## config.mk

```make
export PLATFORM = sky130hd
export DESIGN_NAME = gbpe_queue
export DESIGN_NICKNAME = d
export VERILOG_FILES = /design/src/hw/rtl/gbpe_pkg.sv /design/src/hw/rtl/gbpe_queue.sv
export SDC_FILE = /design/constraint.sdc
export NUM_CORES = 1
export LEC_CHECK = 0
export BUFFER_PORTS_ARGS = -buffer_cell sky130_fd_sc_hd__buf_2
export CAP_MARGIN = 20
export CORE_ASPECT_RATIO = 1.25
export CORE_UTILIZATION = 35
export CTS_CLUSTER_DIAMETER = 30
export DETAILED_ROUTE_END_ITERATION = 16
export GPL_TIMING_DRIVEN = 0
export MAX_ROUTING_LAYER = met4
export PLACE_DENSITY_LB_ADDON = 0.2
export SLEW_MARGIN = 20
export SYNTH_ARGS = -nofsm -noshare
export SYNTH_HDL_FRONTEND = slang
export SYNTH_SLANG_ARGS = --single-unit
```

## constraint.sdc

```tcl
create_clock -name i_clk -period 3.53 [get_ports i_clk]
set_input_delay 0.1765 -clock i_clk [delete_from_list [all_inputs] [get_ports i_clk]]
set_output_delay 0.1765 -clock i_clk [all_outputs]
set_load 0.005 [all_outputs]
```

## src/hw/rtl/gbpe_pkg.sv

```systemverilog
// Shared types, constants and helper functions for the glyph bitmap pixel expander.
// Used by the channel interfaces and every RTL module of the block.
`timescale 1ns / 1ps
package gbpe_pkg;

    localparam int BITS_PER_BYTE   = 8;
    localparam int MAX_GLYPH_WIDTH = 64;
    localparam int BIT_IDX_W       = $clog2(BITS_PER_BYTE);
    localparam int BIT_CNT_W       = $clog2(BITS_PER_BYTE + 1);
    localparam int COL_W           = $clog2(MAX_GLYPH_WIDTH);
    localparam int GW_W            = 7;
    localparam int ORIGIN_W        = 10;
    localparam int COORD_W         = 11;
    localparam int COLOR_W         = 16;
    localparam int CFG_IDX_W       = 2;
    localparam int CFG_DATA_W      = 16;
    localparam int QUEUE_DEPTH     = 2;
    localparam int QUEUE_PTR_W     = $clog2(QUEUE_DEPTH);
    localparam int QUEUE_CNT_W     = $clog2(QUEUE_DEPTH + 1);

    typedef enum logic [CFG_IDX_W-1:0] {
        CFG_FG_COLOR    = 2'd0,
        CFG_BG_COLOR    = 2'd1,
        CFG_GLYPH_WIDTH = 2'd2,
        CFG_TRANSPARENT = 2'd3
    } t_cfg_reg;

    typedef struct packed {
        logic [COLOR_W-1:0] fg_color;
        logic [COLOR_W-1:0] bg_color;
        logic [GW_W-1:0]    glyph_width;
        logic               transparent;
    } t_cfg;

    typedef struct packed {
        logic [BITS_PER_BYTE-1:0] mask;
        logic [BITS_PER_BYTE-1:0] bits;
        logic [COORD_W-1:0]       base_x;
        logic [COORD_W-1:0]       row;
    } t_job;

    function automatic logic [BITS_PER_BYTE-1:0] prefix_mask(input logic [BIT_CNT_W-1:0] n);
        logic [BITS_PER_BYTE-1:0] m;
        m = '0;
        for (int k = 0; k < BITS_PER_BYTE; k++) begin
            m[k] = (BIT_CNT_W'(k) < n);
        end
        return m;
    endfunction

    function automatic logic [BIT_IDX_W-1:0] lowest_set(input logic [BITS_PER_BYTE-1:0] v);
        logic [BIT_IDX_W-1:0] idx;
        idx = '0;
        for (int k = BITS_PER_BYTE - 1; k >= 0; k--) begin
            if (v[k]) begin
                idx = BIT_IDX_W'(k);
            end
        end
        return idx;
    endfunction

endpackage

```

## src/hw/rtl/gbpe_queue.sv

```systemverilog
// Two-entry job queue between front and back end.
// Depends on gbpe_pkg for the job type and depth.
`timescale 1ns / 1ps
module gbpe_queue import gbpe_pkg::*; (
    input  logic i_clk,
    input  logic i_rst_n,
    input  logic i_push,
    input  t_job i_job,
    input  logic i_pop,
    output logic o_full,
    output logic o_valid,
    output t_job o_head
);

    t_job                   r_mem [QUEUE_DEPTH];
    logic [QUEUE_PTR_W-1:0] r_wp;
    logic [QUEUE_PTR_W-1:0] r_rp;
    logic [QUEUE_CNT_W-1:0] r_count;

    assign o_full  = (r_count == QUEUE_CNT_W'(QUEUE_DEPTH));
    assign o_valid = (r_count != '0);
    assign o_head  = r_mem[r_rp];

    always_ff @(posedge i_clk) begin
        if (!i_rst_n) begin
            r_wp    <= '0;
            r_rp    <= '0;
            r_count <= '0;
        end else begin
            if (i_push) begin
                r_wp <= (r_wp == QUEUE_PTR_W'(QUEUE_DEPTH - 1)) ? '0 : r_wp + QUEUE_PTR_W'(1);
            end
            if (i_pop) begin
                r_rp <= (r_rp == QUEUE_PTR_W'(QUEUE_DEPTH - 1)) ? '0 : r_rp + QUEUE_PTR_W'(1);
            end
            r_count <= r_count + QUEUE_CNT_W'(i_push) - QUEUE_CNT_W'(i_pop);
        end
    end

    always_ff @(posedge i_clk) begin
        if (i_push) begin
            r_mem[r_wp] <= i_job;
        end
    end

endmodule

```

==> flow_summary.toml <==
[pwr]
ir_worst_vdd_v = 0.000313
p_per_area_nw_per_um2 = 498
leakagePower_nw = 1.66
total_power_w = 0.00208

[min_path]
min_from = "i_job[12]"
worstHoldPathType = "input pin to register"
worst_hold_path.num_cells = 1

[placed_design]
post-dp-hpwl_um = 3310
io_buffers = 81
globalplace.congestion = 0.660

[critical_path]
critical_path.max_fanout = 10
source_of_the_worst_register_to_register_timing_path = "r_wp"
timing.critical_path.arrival_ps = 1500
r2r.worst_path.cells = 2
worst_setup_end_kind = "output port"
cp_data_required_time_ps = 3350
worst-setup-path-type = "register to output port"
crit_path_start_kind = "register"

[drt]
avgViaCountPerCell = 4.45
vias = 1638
drt_iter0_drc = 39
dr.pass1.iters = 4
antenna_violating_nets_post_route = 0
drcViolationCount = 0
totalWireLength_um = 5170
routedWlPerCell_um = 14.0

[sta]
finalHoldViolations = 0
timing.final.crit_share_pct = 47.4
report.final.slew_viol_count = 0
max_freq_mhz = 597
fin_worst_skew_ps = 3.66
timing_worst_slew_pin_value_ps = 672
final-setup-viol-count = 0
finalWorstPathRequiredPeriod_ps = 1670
maxSlewHeadroom_pct = 55.1
grt_setup_unrepaired = "no"
timing.hold.ws_ps = 22.6

[floorplanning]
placementRows = 37
floorplan.initialDensity_pct = 36.6
die_area_um2 = 9100
number_of_top_level_pins = 82
core_region_area_um2 = 8330
die_width_um = 85.5
die_h_um = 106

[clock_tree]
cts_max_path_buffers = 2
buffers_inserted_by_post_cts_timing_repair = 0
clock_latency_ps = 340
clock-root-buffer = "sky130_fd_sc_hd__clkbuf_8"
clk_transition_reported_paths_ps = 80
ctsHtreeMaxLevel = 3
cts_buf_count = 9
sink_count = 81
tritoncts = "yes"

[global_route]
grt.total_usage_pct = 12.9
antenna_found_initial = 0
groute.layer.met1.usage_pct = 13.1
grt_busiest_layer = "met2"
groute.layer.met3.usage_pct = 2.87
grt_pass1_wl_um = 8230
met2_usage_pct = 21.7
grt_remaining_overflow = 0
first_global_vias = 1713
grt_max_degree = 22

[cells_and_area]
number_of_filler_instances_in_the_final_layout = 714
final_nets = 310
layout_cells_sized_above_1_pct = 52.4
syn2layout_area_growth_pct = 37.0
antenna_cells_inserted = 0

[synthesis]
postSynthAreaPerCell_um2 = 22.0
synth_warnings = 0
netlist_area_um2 = 3050
synth-seq-cells = 81
synth_sequential_area_ratio_pct = 78.1
postSynthNetCount = 183
synthDistinctLibCells = 14
synth_cells = 139

[job]
maxCapViolCount = 0

[run_status]
outcome = "finished clean"
## sequential cells by signal (all words and copies together) (netlist names), named ones only
| name | count |
|---|---|
| r_count | 2 |
| r_mem | 76 |
| r_rp | 1 |
| r_wp | 1 |
## critical path, stage by stage (launching register included)
cell	delay [ps]
sky130_fd_sc_hd__dfxtp_1	340
sky130_fd_sc_hd__buf_6	160
sky130_fd_sc_hd__buf_6	200
sky130_fd_sc_hd__mux2_4	320
sky130_fd_sc_hd__buf_2	130
## per-layer routing
layer,up-vias,routed length (um)
met2,45,2740
met4,0,150
met3,14,204
met5,-,0
met1,791,2070
li1,788,-
## path summary, 6_finish.rpt
path / endpoint / slack [ps]
worst min register to register: r_rp / 590
worst max-delay path: o_head[6] / 1860
worst min-delay path: r_mem[1][12] / 20
worst max register to register: r_mem[0][28] / 2080
## layout make-up
class	count	area, um2	share of cell area (%)
flip-flops and latches	81	2380	57.0
well taps	97	121	2.90
repair buffers	116	791	18.9
multi-input cells	52	632	15.1
plain buffers	4	38.8	0.928
clock inverters	2	35.0	0.838
inverters	2	7.51	0.180
clock buffers	14	173	4.13
## timing repair
action                                 in CTS  in global routing
hold buffers                               33                  0
endpoints found under the hold margin      64                  0
setup endpoints to repair                   0                  0
gates resized for setup                     0                  0
## cell usage after synthesis (all sizes together)
library cell   n  area (um2)
edfxtp        76        2280
mux2          38         503
dfxtp          5         100
and2           4        25.0
buf            4        38.8
nor2b          4        25.0
ha             2        25.0
inv            2        7.51
o21a           1        7.51
or2            1        6.26
xnor3          1        22.5
xor2           1        8.76
## cell usage in the layout, fill, tap and decap left out, drive strengths merged
| cell type | n |
|---|---|
| dfxtp | 5 |
| and2 | 4 |
| dlygate4sd3 | 33 |
| edfxtp | 76 |
| bufinv | 1 |
| or2 | 1 |
| clkbuf | 14 |
| nor2b | 4 |
| xor2 | 1 |
| ha | 2 |
| buf | 87 |
| inv | 2 |
| o21a | 1 |
| xnor3 | 1 |
| mux2 | 38 |
| clkinv | 1 |
## kinds of logic after synthesis
group,after synthesis,share of synthesized area [%]
xor gates and xnor gates,2,1.03
buffers and inverters,6,1.52
adders and majority gates,2,0.820
AOI/OAI and AO/OA,1,0.246
and+or+nand+nor,9,1.84
muxes,38,16.5
DFF,81,78.1
## power by group
group,switching (W),leakage [nW],internal (W)
Sequential,0.0000156,0.755,0.00111
Clock,0.000302,0.107,0.000384
Combinational,0.000104,0.796,0.000166
## per-stage QoR
step	instance area [um2]	util (%)	cells	worst slack, ps	setup TNS [ps]
after CTS	4180	50.2	368	1810	0
after global routing	4180	50.2	368	1760	0
final	4180	50.2	368	1860	0
after global placement	3580	42.9	317	-108	-4070
after detailed placement	3640	43.7	319	2020	0
after floorplan	3050	-	139	1050	0
No activity file was read; power rests on OpenSTA's default activity.
