`src/hw/rtl/gbpe_pkg.sv`:
```
// Shared types, constants and helper functions for the glyph bitmap pixel expander.
// Used by the channel interfaces and every RTL module of the block.
`timescale 1ns / 1ps
package gbpe_pkg;

    localparam int BITS_PER_BYTE   = 8;
    localparam int MAX_GLYPH_WIDTH = 64;
    localparam int BIT_IDX_W       = $clog2(BITS_PER_BYTE);
    localparam int BIT_CNT_W       = $clog2(BITS_PER_BYTE + 1);
    localparam int COL_W           = $clog2(MAX_GLYPH_WIDTH);
    localparam int GW_W            = 7;
    localparam int ORIGIN_W        = 10;
    localparam int COORD_W         = 11;
    localparam int COLOR_W         = 16;
    localparam int CFG_IDX_W       = 2;
    localparam int CFG_DATA_W      = 16;
    localparam int QUEUE_DEPTH     = 2;
    localparam int QUEUE_PTR_W     = $clog2(QUEUE_DEPTH);
    localparam int QUEUE_CNT_W     = $clog2(QUEUE_DEPTH + 1);

    typedef enum logic [CFG_IDX_W-1:0] {
        CFG_FG_COLOR    = 2'd0,
        CFG_BG_COLOR    = 2'd1,
        CFG_GLYPH_WIDTH = 2'd2,
        CFG_TRANSPARENT = 2'd3
    } t_cfg_reg;

    typedef struct packed {
        logic [COLOR_W-1:0] fg_color;
        logic [COLOR_W-1:0] bg_color;
        logic [GW_W-1:0]    glyph_width;
        logic               transparent;
    } t_cfg;

    typedef struct packed {
        logic [BITS_PER_BYTE-1:0] mask;
        logic [BITS_PER_BYTE-1:0] bits;
        logic [COORD_W-1:0]       base_x;
        logic [COORD_W-1:0]       row;
    } t_job;

    function automatic logic [BITS_PER_BYTE-1:0] prefix_mask(input logic [BIT_CNT_W-1:0] n);
        logic [BITS_PER_BYTE-1:0] m;
        m = '0;
        for (int k = 0; k < BITS_PER_BYTE; k++) begin
            m[k] = (BIT_CNT_W'(k) < n);
        end
        return m;
    endfunction

    function automatic logic [BIT_IDX_W-1:0] lowest_set(input logic [BITS_PER_BYTE-1:0] v);
        logic [BIT_IDX_W-1:0] idx;
        idx = '0;
        for (int k = BITS_PER_BYTE - 1; k >= 0; k--) begin
            if (v[k]) begin
                idx = BIT_IDX_W'(k);
            end
        end
        return idx;
    endfunction

endpackage

```
`src/hw/rtl/gbpe_front.sv`:
```
// Front end: accepts bitmap bytes, tracks column, left edge and row, builds pixel jobs.
// Depends on gbpe_pkg.
`timescale 1ns / 1ps
module gbpe_front import gbpe_pkg::*; (
    input  logic                i_clk,
    input  logic                i_rst_n,
    input  t_cfg                i_cfg,
    input  logic                i_valid,
    output logic                o_ready,
    input  logic [BITS_PER_BYTE-1:0] i_bits,
    input  logic                i_start_req,
    input  logic [ORIGIN_W-1:0] i_origin_x,
    input  logic [ORIGIN_W-1:0] i_origin_y,
    input  logic                i_queue_full,
    output logic                o_push,
    output t_job                o_job
);

    logic [COL_W-1:0]    r_column,    n_column;
    logic [ORIGIN_W-1:0] r_left_edge, n_left_edge;
    logic [COORD_W-1:0]  r_row,       n_row;

    logic [GW_W-1:0]          width;
    logic [COL_W-1:0]         col;
    logic [ORIGIN_W-1:0]      left;
    logic [COORD_W-1:0]       row;
    logic [GW_W-1:0]          rem;
    logic [BIT_CNT_W-1:0]     n_bits;
    logic                     wraps;
    logic [BITS_PER_BYTE-1:0] span;
    logic                     accept;

    always_comb begin
        if (i_cfg.glyph_width == '0) begin
            width = GW_W'(1);
        end else if (i_cfg.glyph_width > GW_W'(MAX_GLYPH_WIDTH)) begin
            width = GW_W'(MAX_GLYPH_WIDTH);
        end else begin
            width = i_cfg.glyph_width;
        end

        col  = i_start_req ? '0 : r_column;
        left = i_start_req ? i_origin_x : r_left_edge;
        row  = i_start_req ? COORD_W'(i_origin_y) : r_row;

        if (width > GW_W'(col)) begin
            rem = width - GW_W'(col);
        end else begin
            rem = GW_W'(1);
        end
        wraps  = (rem <= GW_W'(BITS_PER_BYTE));
        n_bits = wraps ? BIT_CNT_W'(rem) : BIT_CNT_W'(BITS_PER_BYTE);
        span   = prefix_mask(n_bits);

        o_job.mask   = i_cfg.transparent ? (span & i_bits) : span;
        o_job.bits   = i_bits;
        o_job.base_x = COORD_W'(left) + COORD_W'(col);
        o_job.row    = row;

        o_ready = !i_queue_full;
        accept  = i_valid && o_ready;
        o_push  = accept && (o_job.mask != '0);

        n_left_edge = left;
        if (wraps) begin
            n_column = '0;
            n_row    = row + COORD_W'(1);
        end else begin
            n_column = col + COL_W'(n_bits);
            n_row    = row;
        end
    end

    always_ff @(posedge i_clk) begin
        if (!i_rst_n) begin
            r_column    <= '0;
            r_left_edge <= '0;
            r_row       <= '0;
        end else if (accept) begin
            r_column    <= n_column;
            r_left_edge <= n_left_edge;
            r_row       <= n_row;
        end
    end

endmodule

```
`config.mk`:
```
export PLATFORM = sky130hd
export DESIGN_NAME = gbpe_front
export DESIGN_NICKNAME = d
export VERILOG_FILES = /design/src/hw/rtl/gbpe_pkg.sv /design/src/hw/rtl/gbpe_front.sv
export SDC_FILE = /design/constraint.sdc
export NUM_CORES = 1
export LEC_CHECK = 0
export ABC_AREA = 1
export BUFFER_PORTS_ARGS = -buffer_cell sky130_fd_sc_hd__buf_2
export CORE_UTILIZATION = 44
export CTS_CLUSTER_SIZE = 24
export DETAILED_ROUTE_END_ITERATION = 10
export GPL_TIMING_DRIVEN = 0
export PLACE_DENSITY = 0.84
export SLEW_MARGIN = 25
export SYNTH_ARGS = -nofsm -noshare
export SYNTH_HDL_FRONTEND = slang
export SYNTH_SLANG_ARGS = --single-unit
```
`constraint.sdc`:
```
create_clock -name i_clk -period 3.49 [get_ports i_clk]
set_input_delay 0.349 -clock i_clk [delete_from_list [all_inputs] [get_ports i_clk]]
set_output_delay 0.349 -clock i_clk [all_outputs]
set_load 0.01 [all_outputs]
```
==> summary.txt <==
Yosys
  • Post-Syn Nets: 510
  • Syn avg cell area: 6.385 um2
  • Post-synthesis sequential element count: 27
  • Largest area contributor in the netlist: dfxtp_1
  • Sequential area share after synthesis: 0.2025
  • Synth area leaders: dfxtp_1 (20%), inv_1 (10%), nand2_1 (9.7%), ha_1 (7.5%), o21ai_0 (7.3%)
  • Async SR Flop Fraction: 0
  • Top_reg_cell synth: dfxtp_1
  • Top cell type's share of synthesized area: 0.2025
  • Yosys warns: 0
  • Synthesized cell area: 2669 um2
  • Number of flops mapped to enable cells by yosys: 0
  • Mapped Cells: 418
  • Distinct cell type count of the synthesized netlist: 41
  • Most used standard cell by instance count after synthesis: inv_1
  • Post-synth top cells: inv_1 (73), nand2_1 (69), nor2_1 (41)

Power and ir drop
  • Pwr Density: 266.0 nW/um2
  • Pleak: 1.759 nW
  • VDD IR max: 0.2040 mV

Timing
  • Slew @ Worst Pin: 0.6193 ns
  • Crit path time final: 3.492 ns
  • Final worst path period share: 1.000
  • Clock skew: 0.002280 ns
  • Max-Slew Margin vs Limit: 0.5844
  • Final Max Slew Viols: 0
  • Fin. Hold Viols: 0
  • Final setup fails: 1
  • Worst Setup Slack, final: -0.001720 ns
  • RSZ-0062 raised after global routing: yes
  • Peak Freq: 0.2864 GHz

Clock tree
  • Root buf cell: clkbuf_8
  • CTS tree: built
  • H-tree Lvls: 1
  • Clock latency on the worst-skew pair: 0.28 ns
  • Inserted Clock Buffers: 3
  • Clock Tree Buf Depth: 2
  • Clock slew at reported path FFs: 0.10 ns
  • # clock sinks: 27

Worst setup path
  • CP Capture Type: primary output
  • Crit path max-delay cell type: fa_2
  • Worst Path Max Fanout: 4
  • Crit path buffers/inverters: 3
  • Max incr delay on CP: 0.40 ns
  • Startpoint Class: input pin
  • WP data required: 3.14 ns
  • Critical-path cell list: buf_2 -> nor4_4 -> nand3_2 -> nor2_2 -> o21ai_2 -> ha_2 -> fa_2 -> nor2_4 -> nor2_1 -> xor2_1 -> nand2_2 -> nor2_4 -> nand2_2 -> inv_2 -> o21ai_1 -> o211ai_1 -> nand3_1 -> nor2_2 -> a21oi_1 -> buf_2
  • Critical path class: in -> out
  • Crit path DAT: 3.14 ns
  • Family with the most delay on the worst path: simple AND/OR/NAND/NOR gates

Placement
  • Placed Area: 3153 um2
  • Placed Cells: 571
  • DP HPWL: 5345 um
  • RePlAce Congestion: 0.8916
  • Buffers on Ports: 78

Route
  • Final WL: 6789 um
  • Via count: 2876
  • Starting DRT DRC Count: 158
  • Number of vias per cell: 4.993
  • DRT antenna net count: 0
  • WL/cell: 11.79 um
  • 1st-pass router iterations: 4
  • DRC viols: 0

GRT
  • Largest net degree at the start of global routing: 20
  • GRT overflow: 0
  • Global-route wire length before repair: 10950 um
  • Initial antenna violation count: 0
  • Number of global-route vias before repair: 2607
  • Total Routing Usage GR: 0.2144

Floorplanning
  • Die height: 79.88 um
  • Initial Util: 0.4534
  • Boundary pin count: 113
  • Core Footprint: 5886 um2
  • Die area: 6381 um2
  • Die Wd: 79.88 um
  • Row cnt: 28

Finish
  • Layout cells sized above 1: 0.3114
  • Ant diodes: 0
  • Area growth from synthesis to layout: 24.28%
  • Layout net count: 594
  • Design Area, Final: 3317 um2
  • Final Non-Filler Cells: 576

Hold path
  • Tightest Hold Check Type: in -> reg

Status
  • Failing checks: negative setup slack
  • Status: complete, but fails checks

Run
  • Total of max-cap violations: 0
-- sequential cells by signal (all words and copies together), names as in the netlist --
register     cells
r_row           11
r_column         6
r_left_edge     10
-- tightest hold or removal path, cell delays in order --
cell,delay (ns)
buf_2,0.08
o21ai_0,0.07
a21oi_1,0.10
-- power breakdown --
| group | switching (mW) | total, mW | internal [mW] | leakage (nW) |
|---|---|---|---|---|
| sequential | 0.00632 | 0.330 | 0.324 | 0.221 |
| clock | 0.107 | 0.188 | 0.0813 | 0.0217 |
| combinational | 0.222 | 0.364 | 0.142 | 1.52 |
-- timing repair --
item                       4_1_cts  5_1_grt
setup endpoints to repair        3        9
resized for setup                8       22
buffers inserted                 2        0
hold buffers                     0        0
pin swaps                        6       11
-- through the flow --
step / power (mW) / setup slack [ns] / TNS (ns) / util / hold slack [ns]
after detailed placement: 0.6759 / -0.3321 / -1.034 / 0.5357 / 0.4413
after global routing: 0.9409 / -0.2546 / -0.3099 / 0.5636 / 0.3799
final: 0.8822 / -0.001720 / -0.001720 / 0.5636 / 0.3549
after floorplan: 0.5705 / 0.1814 / 0 / - / 0.4212
after global placement: 0.6652 / -0.2319 / -0.5880 / 0.5357 / 0.4338
after CTS: 0.8678 / 0.002492 / 0 / 0.5497 / 0.3594
-- final cells by class --
class	instances	area, um2
buffer	17	100.1
clock buffer	3	41.29
clock inverter	1	7.507
fill	556	2569
inverter	77	289.0
multi-input combinational	296	1839
sequential	27	540.5
tap	75	93.84
timing repair buffer	80	405.4
-- routing by layer --
layer,global-route usage,wire length [um]
met5,0,0
met1,0.2607,2921
met4,0.05714,127
met3,0.02971,376
met2,0.3906,3363
-- final timing paths --
path                     to  depth (start not counted)  slack (ns)            from
max                  o_push                         20      -0.002        i_cfg[4]
min          r_left_edge[7]                          3        0.35   i_origin_x[7]
max reg2reg     r_column[4]                         19        0.28     r_column[0]
min reg2reg  r_left_edge[2]                          2        0.45  r_left_edge[2]
-- placed cells by master, fill, tap and decap left out, drive strengths merged, types with 13 or more instances in the layout --
master  netlist  final
xor2         13     13
ha           16     16
inv          76     76
buf          13     93
a21oi        26     26
nand3        23     23
nor2         46     46
nand2        80     80
dfxtp        27     27
o21ai        47     47
-- kinds of logic after synthesis --
logic type | share of synthesized area
compound gates | 0.1660
xor+xnor | 0.05907
fa+ha+maj | 0.09752
buf+inv | 0.1467
flops | 0.2025
mux | 0.007501
simple gates | 0.3207
No activity file was read; power rests on OpenSTA's default activity.
