===== config.mk =====
export PLATFORM = sky130hd
export DESIGN_NAME = gbpe_back
export DESIGN_NICKNAME = d
export VERILOG_FILES = /design/src/hw/rtl/gbpe_pkg.sv /design/src/hw/rtl/gbpe_back.sv
export SDC_FILE = /design/constraint.sdc
export NUM_CORES = 1
export LEC_CHECK = 0
export BUFFER_PORTS_ARGS = -buffer_cell sky130_fd_sc_hd__buf_4
export CAP_MARGIN = 20
export CORE_MARGIN = 8
export CORE_UTILIZATION = 49
export DETAILED_ROUTE_END_ITERATION = 6
export PLACE_DENSITY_LB_ADDON = 0.12
export SLEW_MARGIN = 20
export SYNTH_ARGS = -nofsm -noshare
export SYNTH_HDL_FRONTEND = slang
export SYNTH_SLANG_ARGS = --single-unit

===== constraint.sdc =====
create_clock -name i_clk -period 3.7 [get_ports i_clk]
set_input_delay 0.74 -clock i_clk [delete_from_list [all_inputs] [get_ports i_clk]]
set_output_delay 0.74 -clock i_clk [all_outputs]
set_load 0.03 [all_outputs]

===== src/hw/rtl/gbpe_pkg.sv =====
// Shared types, constants and helper functions for the glyph bitmap pixel expander.
// Used by the channel interfaces and every RTL module of the block.
`timescale 1ns / 1ps
package gbpe_pkg;

    localparam int BITS_PER_BYTE   = 8;
    localparam int MAX_GLYPH_WIDTH = 64;
    localparam int BIT_IDX_W       = $clog2(BITS_PER_BYTE);
    localparam int BIT_CNT_W       = $clog2(BITS_PER_BYTE + 1);
    localparam int COL_W           = $clog2(MAX_GLYPH_WIDTH);
    localparam int GW_W            = 7;
    localparam int ORIGIN_W        = 10;
    localparam int COORD_W         = 11;
    localparam int COLOR_W         = 16;
    localparam int CFG_IDX_W       = 2;
    localparam int CFG_DATA_W      = 16;
    localparam int QUEUE_DEPTH     = 2;
    localparam int QUEUE_PTR_W     = $clog2(QUEUE_DEPTH);
    localparam int QUEUE_CNT_W     = $clog2(QUEUE_DEPTH + 1);

    typedef enum logic [CFG_IDX_W-1:0] {
        CFG_FG_COLOR    = 2'd0,
        CFG_BG_COLOR    = 2'd1,
        CFG_GLYPH_WIDTH = 2'd2,
        CFG_TRANSPARENT = 2'd3
    } t_cfg_reg;

    typedef struct packed {
        logic [COLOR_W-1:0] fg_color;
        logic [COLOR_W-1:0] bg_color;
        logic [GW_W-1:0]    glyph_width;
        logic               transparent;
    } t_cfg;

    typedef struct packed {
        logic [BITS_PER_BYTE-1:0] mask;
        logic [BITS_PER_BYTE-1:0] bits;
        logic [COORD_W-1:0]       base_x;
        logic [COORD_W-1:0]       row;
    } t_job;

    function automatic logic [BITS_PER_BYTE-1:0] prefix_mask(input logic [BIT_CNT_W-1:0] n);
        logic [BITS_PER_BYTE-1:0] m;
        m = '0;
        for (int k = 0; k < BITS_PER_BYTE; k++) begin
            m[k] = (BIT_CNT_W'(k) < n);
        end
        return m;
    endfunction

    function automatic logic [BIT_IDX_W-1:0] lowest_set(input logic [BITS_PER_BYTE-1:0] v);
        logic [BIT_IDX_W-1:0] idx;
        idx = '0;
        for (int k = BITS_PER_BYTE - 1; k >= 0; k--) begin
            if (v[k]) begin
                idx = BIT_IDX_W'(k);
            end
        end
        return idx;
    endfunction

endpackage


===== src/hw/rtl/gbpe_back.sv =====
// Back end: walks job masks into the output register, one pixel per cycle unless stalled.
// Depends on gbpe_pkg.
`timescale 1ns / 1ps
module gbpe_back import gbpe_pkg::*; (
    input  logic               i_clk,
    input  logic               i_rst_n,
    input  t_cfg               i_cfg,
    input  logic               i_q_valid,
    input  t_job               i_q_head,
    output logic               o_pop,
    output logic               o_valid,
    input  logic               i_ready,
    output logic [COORD_W-1:0] o_pixel_x,
    output logic [COORD_W-1:0] o_pixel_y,
    output logic [COLOR_W-1:0] o_pixel_color,
    output logic               o_last
);

    logic                     r_busy;
    logic [BITS_PER_BYTE-1:0] r_rem;
    logic [BITS_PER_BYTE-1:0] r_bits;
    logic [COORD_W-1:0]       r_x;
    logic [COORD_W-1:0]       r_y;
    logic                     r_ov;
    logic [COORD_W-1:0]       r_px;
    logic [COORD_W-1:0]       r_py;
    logic [COLOR_W-1:0]       r_pc;
    logic                     r_pl;

    logic [BIT_IDX_W-1:0]     idx;
    logic [BITS_PER_BYTE-1:0] n_rem;
    logic                     is_last;
    logic                     adv;

    always_comb begin
        idx     = lowest_set(r_rem);
        n_rem   = r_rem & ~(BITS_PER_BYTE'(1) << idx);
        is_last = (n_rem == '0);
        adv     = r_busy && (!r_ov || i_ready);
        o_pop   = i_q_valid && (!r_busy || (adv && is_last));
    end

    always_ff @(posedge i_clk) begin
        if (!i_rst_n) begin
            r_busy <= 1'b0;
            r_ov   <= 1'b0;
        end else begin
            if (o_pop) begin
                r_busy <= 1'b1;
            end else if (adv && is_last) begin
                r_busy <= 1'b0;
            end
            if (adv) begin
                r_ov <= 1'b1;
            end else if (i_ready) begin
                r_ov <= 1'b0;
            end
        end
    end

    always_ff @(posedge i_clk) begin
        if (o_pop) begin
            r_rem  <= i_q_head.mask;
            r_bits <= i_q_head.bits;
            r_x    <= i_q_head.base_x;
            r_y    <= i_q_head.row;
        end else if (adv) begin
            r_rem <= n_rem;
        end
        if (adv) begin
            r_px <= r_x + COORD_W'(idx);
            r_py <= r_y;
            r_pc <= r_bits[idx] ? i_cfg.fg_color : i_cfg.bg_color;
            r_pl <= is_last;
        end
    end

    assign o_valid       = r_ov;
    assign o_pixel_x     = r_px;
    assign o_pixel_y     = r_py;
    assign o_pixel_color = r_pc;
    assign o_last        = r_pl;

endmodule


==> summary.txt <==
Worst setup path
  – Worst reg2reg path depth: 8
  – CP endpoint kind: output port
  – Worst Path Arrival: 2.68 ns
  – Crit Path Class: flip-flop to output port
  – Crit Path Max Fanout: 10
  – Startpoint Class: flip-flop
  – Required @ worst endpoint: 2.96 ns

Synthesis
  – Area share of the largest cell type after synthesis: 0.712
  – Syn Area/Cell: 16.8 µm²
  – YS warnings: 0
  – Compound-gate portion of the synthesized area: 0.0678
  – Sequential share of the synthesized area: 0.724
  – Largest family of logic cells by synthesized area: multiplexers
  – Gate Count Post-Synth: 193
  – Simple-gate portion of the synthesized area: 0.0709
  – Largest cells by area after synthesis: edfxtp_1 (71%), mux2_4 (5.1%), mux2_2 (2.1%)
  – Post-synth net total: 279
  – Mapped cell area: 3250 µm²
  – Adder-Cell Fraction of Synth Area: 0.0177
  – Synth cell types: 40
  – Post-synthesis xor/xnor area fraction: 0.0243
  – Mux cell area share after synthesis: 0.0778
  – Synth area leader: edfxtp_1
  – Register bit count reported by yosys: 79

Floorplanning
  – Die H: 97.4 µm
  – Initial Utilization: 0.509
  – Core area: 6390 µm²
  – Die width: 97.4 µm
  – I/O Pins: 123
  – Placement Rows: 29
  – Overall die area: 9490 µm²

Clocking
  – Root buf cell: clkbuf_8
  – CTS resizes: 0
  – Hold bufs inserted after CTS: 0
  – Skew-Pair Late Insertion Delay: 0.34 ns
  – Setup bufs post-CTS: 0
  – CTS H-tree lvls: 3
  – TritonCTS Buffers: 9
  – Num Clock Sinks: 79
  – Clock tree buffer depth: 2
  – Clock transition at path regs: 0.08 ns
  – CTS tree: built

Power and ir drop
  – Int Pwr: 1.58 mW
  – PD cells: 501 nW/µm²
  – Net load switching power: 0.612 mW
  – Comb pwr share: 0.221
  – Pwr Total: 2.19 mW
  – Net Sw Frac: 0.280
  – Clock share of power: 0.262
  – Peak supply drop: 308 µV
  – Seq pwr share: 0.517
  – Lkg Pwr: 1.83 nW

Global route
  – First-pass GRT wire length: 10600 µm
  – Largest net degree at the start of global routing: 41
  – Antenna violations before repair: 0
  – Vias in the first global route: 2089
  – Gr usage total: 0.143
  – Total gr overflow: 0

Run status
  – Status: finished clean

STA
  – Slew margin rel.: 0.610
  – Worst-Margin Slew: 0.580 ns
  – Final setup viols: 0
  – RSZ-0062 raised after global routing: false
  – FMAX: 293 MHz
  – Setup TNS: 0 ns
  – Post-Route Skew: 0.00719 ns
  – Period minus WS final: 3.42 ns
  – Final Cycle Share: 0.923
  – Pins Over Slew Limit: 0
  – Final hold violations: 0
  – Post-route setup slack: 0.283 ns

Finish
  – Diode count: 0
  – Register area: 2350 µm²
  – Cell area after layout: 4370 µm²
  – Fillers: 461
  – Fin nets: 404
  – Layout Cells excl Fill: 400
  – Layout cells sized above 1: 0.502
  – Layout area overhead: 34.6%
  – Multi-input gate area in the final layout: 841 µm²

Routing
  – WL per Instance: 16.8 µm
  – Vias/cell: 4.99
  – First-pass DRT Iterations: 4
  – Drc violations: 0
  – Final ANT Viol Nets: 0
  – Aggregate routed wire length: 6710 µm
  – Starting DRT DRC Count: 51
  – Total number of vias: 1997

Place
  – # port buffers: 114
  – Placer Congestion: 0.750
  – Placed insts: 384
  – DP Area: 4190 µm²
  – Worst slack, placed: 0.697 ns
  – Detail Placement HPWL: 4990 µm

Hold path
  – Hold path cells: 0
  – Hold/Removal Path Class: flip-flop to flip-flop

Run
  – Max_cap viols: 0
-- cell usage in the layout, fill, tap and decap left out, types with 3 or more instances in the layout --
master	count
edfxtp_1	77
ha_1	3
mux2_2	6
nand2b_1	7
nor2_1	10
a31o_2	7
mux2_4	11
xnor2_1	5
nand2_1	6
buf_4	116
and3_1	6
o21ai_1	3
inv_1	9
clkbuf_8	9
xor2_1	4
a21oi_1	6
-- cell usage after synthesis --
| master | instances |
|---|---|
| o31a_1 | 1 |
| fa_1 | 1 |
| a21oi_2 | 1 |
| and2b_1 | 1 |
| xor2_1 | 4 |
| and3_2 | 1 |
| inv_1 | 9 |
| nand2_1 | 6 |
| nor3_1 | 1 |
| and2_1 | 3 |
| mux2_2 | 6 |
| nor2b_1 | 1 |
| or2_1 | 1 |
| dfxtp_1 | 2 |
| o21ai_4 | 1 |
| ha_1 | 3 |
| mux2i_1 | 2 |
| nand2b_1 | 7 |
| o31ai_1 | 1 |
| a31o_2 | 7 |
| a22oi_1 | 2 |
| or4_4 | 1 |
| nor2_1 | 10 |
| a21boi_0 | 1 |
| edfxtp_1 | 77 |
| xnor2_1 | 5 |
| buf_12 | 1 |
| nand4_1 | 2 |
| or2b_1 | 1 |
| o21ai_1 | 3 |
| and3_1 | 6 |
| o22ai_2 | 1 |
| a21o_1 | 2 |
| mux2_4 | 11 |
| a21o_2 | 1 |
| o21a_1 | 1 |
| o22ai_1 | 1 |
| or3_1 | 1 |
| a21oi_1 | 6 |
| clkbuf_1 | 1 |
-- state kept, by name (all words and copies together), names as in the netlist --
name and count:
o_last 1, o_pixel_color 16, o_pixel_x 11, o_pixel_y 11, o_valid 1, r_bits 8
r_busy 1, r_rem 8, r_x 11, r_y 11
-- power by group through the flow --
stage / clock network (mW) / logic (mW) / registers [mW]
finish: 0.574 / 0.484 / 1.13
detailed placement: 0 / 0.488 / 1.15
floorplan: 0 / 0.246 / 1.23
global placement: 0 / 0.479 / 1.15
CTS: 0.595 / 0.490 / 1.13
global route: 0.627 / 0.522 / 1.14
-- metrics by stage --
| step | utilization | hold slack [ns] |
|---|---|---|
| floorplan | - | 0.400 |
| global route | 0.685 | 0.438 |
| global placement | 0.657 | 0.400 |
| CTS | 0.685 | 0.424 |
| detailed placement | 0.657 | 0.405 |
| finish | 0.685 | 0.425 |
-- cells by family (layout without fill, tap and decap cells) --
logic type,count (synthesis),count (layout)
fa+ha+maj,4,4
mux,19,19
simple gates,42,42
xor+xnor,9,9
flops,79,79
buf+inv,11,141
compound gates,29,29
-- routing by layer --
layer | global-route usage | wire [µm] | vias to the layer above
li1 | - | - | 984
met1 | 0.156 | 2800 | 939
met2 | 0.240 | 3450 | 67
met3 | 0.0491 | 376 | 7
met4 | 0.0734 | 80 | 0
met5 | 0 | 0 | -
-- final cells by class --
type | count | area share
Timing Repair Buffer | 116 | 0.199
Multi-Input combinational cell | 103 | 0.192
Clock inverter | 7 | 0.0129
Inverter | 9 | 0.00772
Sequential cell | 79 | 0.538
Tap cell | 77 | 0.0220
Clock buffer | 9 | 0.0283
-- worst max-delay path: stages, from the launching register on --
cell and delay (ns):
edfxtp_1 0.49, or4_4 0.59, o21ai_1 0.18, nand2_1 0.09
a21oi_1 0.16, o21ai_1 0.15, o21ai_4 0.29, and2_1 0.21
buf_4 0.17
-- path summary, 6_finish.rpt --
| check | start | end | slack, ns |
|---|---|---|---|
| setup / recovery | r_rem[2] | o_pop | 0.28 |
| hold reg to reg | r_y[2] | o_pixel_y[2] | 0.42 |
| hold / removal | r_y[2] | o_pixel_y[2] | 0.42 |
| setup reg to reg | r_rem[2] | r_y[7] | 0.84 |
Note: power is estimated with default switching activity, not from simulation.
